--- config.mk ---
export PLATFORM = sky130hd
export DESIGN_NAME = tea_stage
export DESIGN_NICKNAME = d
export VERILOG_FILES = /design/src/hdl/tea_pkg.sv /design/src/hdl/tea_stage.sv
export SDC_FILE = /design/constraint.sdc
export NUM_CORES = 1
export LEC_CHECK = 0
export BUFFER_PORTS_ARGS = -buffer_cell sky130_fd_sc_hd__buf_2
export CORE_ASPECT_RATIO = 1.4
export CORE_MARGIN = 2
export CORE_UTILIZATION = 25
export CTS_CLUSTER_DIAMETER = 150
export CTS_CLUSTER_SIZE = 10
export DETAILED_ROUTE_END_ITERATION = 7
export SYNTH_ARGS = -nofsm -noshare
export SYNTH_HDL_FRONTEND = slang
export SYNTH_SLANG_ARGS = --single-unit
--- constraint.sdc ---
create_clock -name clock -period 15.5 [get_ports clock]
set_input_delay 0.775 -clock clock [delete_from_list [all_inputs] [get_ports clock]]
set_output_delay 0.775 -clock clock [all_outputs]
set_load 0.005 [all_outputs]
--- src/hdl/tea_pkg.sv ---
// Shared constants, types and helpers for the TEA block cipher core.
// No dependencies; every other file imports this package.

package tea_pkg;

   localparam int unsigned WORD_W    = 32;
   localparam int unsigned ROUNDS    = 32;
   // One pipeline stage per half round
   localparam int unsigned STAGES    = 2 * ROUNDS;
   localparam int unsigned CSR_IDX_W = 8;

   localparam logic [WORD_W-1:0] TEA_DELTA = 32'h9E37_79B9;

   localparam logic [WORD_W-1:0] KEY_0_RESET = 32'd5678123;
   localparam logic [WORD_W-1:0] KEY_1_RESET = 32'd21673;
   localparam logic [WORD_W-1:0] KEY_2_RESET = 32'd656172392;
   localparam logic [WORD_W-1:0] KEY_3_RESET = 32'd9872;

   // Configuration register indexes
   typedef enum logic [CSR_IDX_W-1:0] {
      CSR_KEY_0 = 8'd0,
      CSR_KEY_1 = 8'd1,
      CSR_KEY_2 = 8'd2,
      CSR_KEY_3 = 8'd3
   } tea_csr_type;

   typedef struct packed {
      logic [WORD_W-1:0] k0;
      logic [WORD_W-1:0] k1;
      logic [WORD_W-1:0] k2;
      logic [WORD_W-1:0] k3;
   } tea_key_type;

   // Block in flight: mode bit and both halves
   typedef struct packed {
      logic              decrypt;
      logic [WORD_W-1:0] a;
      logic [WORD_W-1:0] b;
   } tea_data_type;

   // Round sum after n additions of the delta, mod 2^32 (elaboration only)
   function automatic logic [WORD_W-1:0] round_sum(input int unsigned n);
      logic [2*WORD_W-1:0] prod;
      prod = (2*WORD_W)'(n) * (2*WORD_W)'(TEA_DELTA);
      return prod[WORD_W-1:0];
   endfunction

endpackage

--- src/hdl/tea_stage.sv ---
// One half-round pipeline stage of the TEA core: updates one half of the block.
// Depends on tea_pkg. Sums and stage parity arrive as constant inputs.

module tea_stage import tea_pkg::*; (
   input  logic              clock,
   input  logic              reset,
   input  logic              enable,
   input  logic              odd_half,
   input  logic [WORD_W-1:0] enc_sum,
   input  logic [WORD_W-1:0] dec_sum,
   input  tea_key_type       keys,
   input  logic              in_valid,
   input  tea_data_type      in_data,
   output logic              valid_ff,
   output tea_data_type      data_ff
);

   logic              upd_a;
   logic [WORD_W-1:0] x;
   logic [WORD_W-1:0] ka;
   logic [WORD_W-1:0] kb;
   logic [WORD_W-1:0] sum;
   logic [WORD_W-1:0] mix;
   logic [WORD_W-1:0] target;
   logic [WORD_W-1:0] result;
   tea_data_type      data_in;

   // Encrypt: even stage updates a, odd updates b. Decrypt is the mirror.
   always_comb begin
      upd_a  = (odd_half == in_data.decrypt);
      x      = upd_a ? in_data.b : in_data.a;
      ka     = upd_a ? keys.k0 : keys.k2;
      kb     = upd_a ? keys.k1 : keys.k3;
      sum    = in_data.decrypt ? dec_sum : enc_sum;
      mix    = ((x << 4) + ka) ^ (x + sum) ^ ((x >> 5) + kb);
      target = upd_a ? in_data.a : in_data.b;
      result = in_data.decrypt ? (target - mix) : (target + mix);
      data_in = in_data;
      if (upd_a) begin
         data_in.a = result;
      end else begin
         data_in.b = result;
      end
   end

   // Valid bit cleared by reset; payload just moves
   always_ff @(posedge clock) begin
      if (reset) begin
         valid_ff <= 1'b0;
      end else if (enable) begin
         valid_ff <= in_valid;
      end
   end

   always_ff @(posedge clock) begin
      if (enable) begin
         data_ff <= data_in;
      end
   end

endmodule

### Word-level counts from Yosys, hierarchy flattened

Cells that the tools add are included.

| storage, ports and cells | value |
|---|---|
| input port bits | 262 |
| flip-flop bits (word level) | 66 |
| output and inout bits | 66 |
| word-level logic and storage cells | 20 |

| operators by class | value |
|---|---|
| $add $sub $neg | 5 |
| multiplexer cells | 8 |
| eq/ne operators | 1 |
| bitwise gates (word level) | 2 |

Operators by type and width:

| operator | count |
|---|---|
| two-way mux 32 bit | 8 |
| adder 32 bit | 3 |
| bitwise XOR 32 bit | 2 |
| adder 27 x 32 -> 32 bit | 1 |
| subtractor 32 bit | 1 |
| == test 1 bit | 1 |

### Logic depth before layout (Yosys ltp)

| logic depth | value |
|---|---|
| depth after elaboration | 8 |
| gate-level depth with buffers | 36 |
| depth with buffers taken out | 30 |

### Worst setup path before layout

Ideal clock, no wire load.

| timing | value |
|---|---|
| path kind | input to register |
| start point | input port odd_half |
| end point | register data_ff[31] (netlist bit) (data pin) |
| buffers on the path | 6 |
| data required time | 15235 ps |
| stages on the path | 33 |
| library setup time | 265 ps |
| slack | 7836 ps |
| arrival | 7399 ps |
| cell sequence | xnor2_2 -> buf_4 -> buf_1 -> clkbuf_1 -> clkbuf_1 -> nand2_1 -> nand2_1 -> ha_1 -> clkbuf_1 -> a21o_1 -> a221o_1 -> a21oi_1 -> o22ai_1 -> nor3_2 -> xnor2_1 -> xnor3_1 -> or3_4 -> nor3b_4 -> nor2_1 -> xnor2_1 -> ha_1 -> clkbuf_1 -> a21o_1 -> a21oi_1 -> o21ai_0 -> a311oi_1 -> nor3_1 -> o31ai_1 -> a21oi_1 -> o22a_1 -> xnor2_1 -> xnor2_1 -> o211ai_1 |

RTL lines:

| what | RTL line | source |
|---|---|---|
| from (decl) | tea_stage.sv:8 | `input logic odd_half,` |
| to (signal assigned) | tea_stage.sv:57 | `data_ff <= data_in;` |
| to (decl) | tea_stage.sv:15 | `output tea_data_type data_ff` |

==> impl_results.md <==
- Status: finished, final reports clean
- Most area-hungry cell type in the Yosys netlist: edfxtp_1
- Worst Setup Path Type: input pin to register
- Slew at the pin with the worst max-slew slack: 0.9210 ns
- Endpoint kind of the worst setup timing path: register
- CP delay by family, top: compound AO/OA/AOI/OAI gates
- RSZ-0062 raised after global routing: false
- Post-DR vias/cell: 4.986
- Tightest slew margin relative to the limit: 38.60%
- Synth top cells by count: nand2_1 (410), xnor2_1 (140), ha_1 (118)
- Crit-path max FO: 159
- Post-detailed-route DRC marker count: 0
- Antenna Nets Post-Route: 0
- Clock latency reported for the late side of the worst-skew pair: 0.33 ns
- Largest net degree at the start of global routing: 160
- Number of antenna violations at the first check in global routing: 2
- Global-route congestion overflow total: 0
- Arrival time of the worst setup path: 8.30 ns
- Power Dens Cells: 190.9 nW/um^2
- Crit path max-delay cell type: buf_2
- Wirelength, routed: 48,190 um
- Post-CTS setup repair buffer count: 0
- Detailed-placement wirelength estimate: 41,280 um
- WP depth: 29
- Count of cells along the worst register-to-register path: 2
- Clock transition time at the flip-flop clock pins of the worst setup and hold paths: 0.07 ns
- Total CTS buffers: 9
- Setup slack of the most critical reg-to-reg path: 14.92 ns
- Post-synthesis instance area: 12,110 sq um
- Crit path launch type: input pin
- Number of warnings reported in the yosys synthesis log: 0
- Clock skew after layout: 0 ns
- R2R Path Start: valid_ff
- Critical path's most frequent cell: nand2_1
- Core area: 47,900 sq um
- Count of cells resized by post-cts repair: 0
- Global-route wire length before repair: 71,380 um
- First-pass DRT Iterations: 7
- Leakage power of the design: 0.007049 uW
- Number of design-rule violations left by the first detailed-router iteration: 716
- TritonCTS clock tree: built
- Source of the critical timing path: in_data[64]
- RePlAce Congestion: 0.9134
- Storage cell area: 1972 sq um
- Final worst slack: 7.280 ns
- Vias in the first global route: 12,331
- TNS Setup: 0 ns
- Cell count after synthesis: 1,595
- Area share of the largest cell type after synthesis: 16.12%
- Final critical-path required period: 8.220 ns
- Most numerous cell in the Yosys netlist: nand2_1
- Number of top-level pins: 328
- Post-Syn Area per Cell: 7.592 sq um
- Max-Cap Viols: 0
- Tightest Hold Check Type: register to register
- Starting Density: 25.28%
- Cts hold-fix bufs: 0
- Fill cell instance count of the final layout: 5,189
- Cell row count: 95
- Count of input and output buffers: 327
- Clock root buffer: clkbuf_16
- Share of layout cells above drive strength 1: 22.32%
- Total global routing track utilization: 18.72%
- # nets final: 2,254
- Final Max Slew Viols: 0
- Top_reg_cell synth: edfxtp_1
- Clock Sink Count: 66
- Minimum setup slack after placement: 6.931 ns
- Synthesis-to-finish area growth: 20.87%
- Number of enable-type register cells in the synthesized netlist: 65
- Final routed wire length divided by cell count: 19.21 um
- Die W: 190.0 um
- End of the worst register-to-register path: valid_ff
- Die area: 50,240 sq um
- Sequential fraction of the synthesis area: 16.28%
- Sum of buffers and inverters on the critical path: 2
- Yosys reg bits: 66
- Hold Path Cell Cnt: 2
- Maximum level of the CTS H-tree: 3
- Final hold vios: 0
- Highest ir drop seen on vdd: 0.1044 mV
- Routed vias: 12,511
- Max incr delay on CP: 0.55 ns
- Distinct cell type count of the synthesized netlist: 87
- Critical Path Sink: data_ff[63]
- Main area contributors after synthesis: edfxtp_1 (16%), nand2_1 (13%), ha_1 (12%)
- Mapped Nets: 1,977
- Maximum clock rate: 121.7 MHz
- Worst-case clock buffer depth: 2
- Crit share post-route: 53.03%
- Setup violation total in the final timing report: 0
- Fraction of registers with async set/reset: 0%
- Die Ht: 264.4 um
- Minimum hold slack: 0.4938 ns
- Data required time of the worst path: 15.58 ns
- Area occupied by multi-input gates: 9737 sq um
[metrics by stage]
| step | total power (uW) | cells | utilization [%] | cell area (sq um) |
|---|---|---|---|---|
| 2_1_floorplan | 1965 | 1595 | - | 12110 |
| 3_3_place_gp | 2567 | 2491 | 29.92 | 14330 |
| 3_5_place_dp | 2590 | 2491 | 29.92 | 14330 |
| 4_1_cts | 2818 | 2507 | 30.54 | 14630 |
| 5_1_grt | 3057 | 2508 | 30.55 | 14630 |
| 6_report | 2795 | 2509 | 30.56 | 14640 |
[tightest hold or removal path, delay by kind of cell (launching register included)]
kind / cells / cell delay (ns)
and+or+nand+nor: 1 / 0.08
muxes: 1 / 0.06
DFF: 1 / 0.32
[where the power goes]
group	total (uW)	internal, uW	leakage (uW)	switching, uW
clock network	210	126	0.000150	84.1
registers	379	345	0.000642	33.9
logic	2210	920	0.00626	1290
[routing by layer]
layer,GRT usage (%),wire [um]
met1,19.53,17570
met4,7.521,2102
met5,0,13
met2,37.24,26110
met3,2.158,2385
[sequential cells by signal (all words and copies together), names as in the netlist]
signal    flops
data_ff      65
valid_ff      1
[area by class of cell]
type / instances / area share (%)
Clock inverter: 7 / 0.5129
Inverter: 38 / 0.9745
Multi-Input combinational cell: 1426 / 66.52
Clock buffer: 9 / 1.539
Antenna cell: 2 / 0.03419
Tap cell: 630 / 5.386
Timing Repair Buffer: 331 / 11.56
Sequential cell: 66 / 13.47
[worst min-delay path by stage]
stage	end	slack, ns	from
after CTS	valid_ff	0.50	valid_ff
after floorplan	valid_ff	0.48	valid_ff
final	valid_ff	0.49	valid_ff
after detailed placement	valid_ff	0.48	valid_ff
after global routing	valid_ff	0.55	valid_ff
after global placement	valid_ff	0.47	valid_ff
[cell families (layout without fill, tap and decap cells)]
kind of cell    count (synthesis)  in the layout  synth area share [%]
compound gates                411            411                 21.95
xor+xnor                      209            209                 17.25
fa+ha+maj                     124            124                 12.85
buf+inv                       103            385                 3.399
flops                          66             66                 16.28
mux                            61             61                 5.704
other cells                     0              2                     0
simple gates                  621            621                 22.57
[cells in the final DEF (no fill, tap or decap), drive strengths merged, types with 27 or more instances in the layout]
master	count
mux2	31
xnor2	142
o21ai	119
ha	118
xor2	51
buf	331
nand3	30
mux2i	27
inv	39
nor2	63
edfxtp	65
a21oi	101
nand2	410
a21o	67
Note: power is estimated with default switching activity, not from simulation.
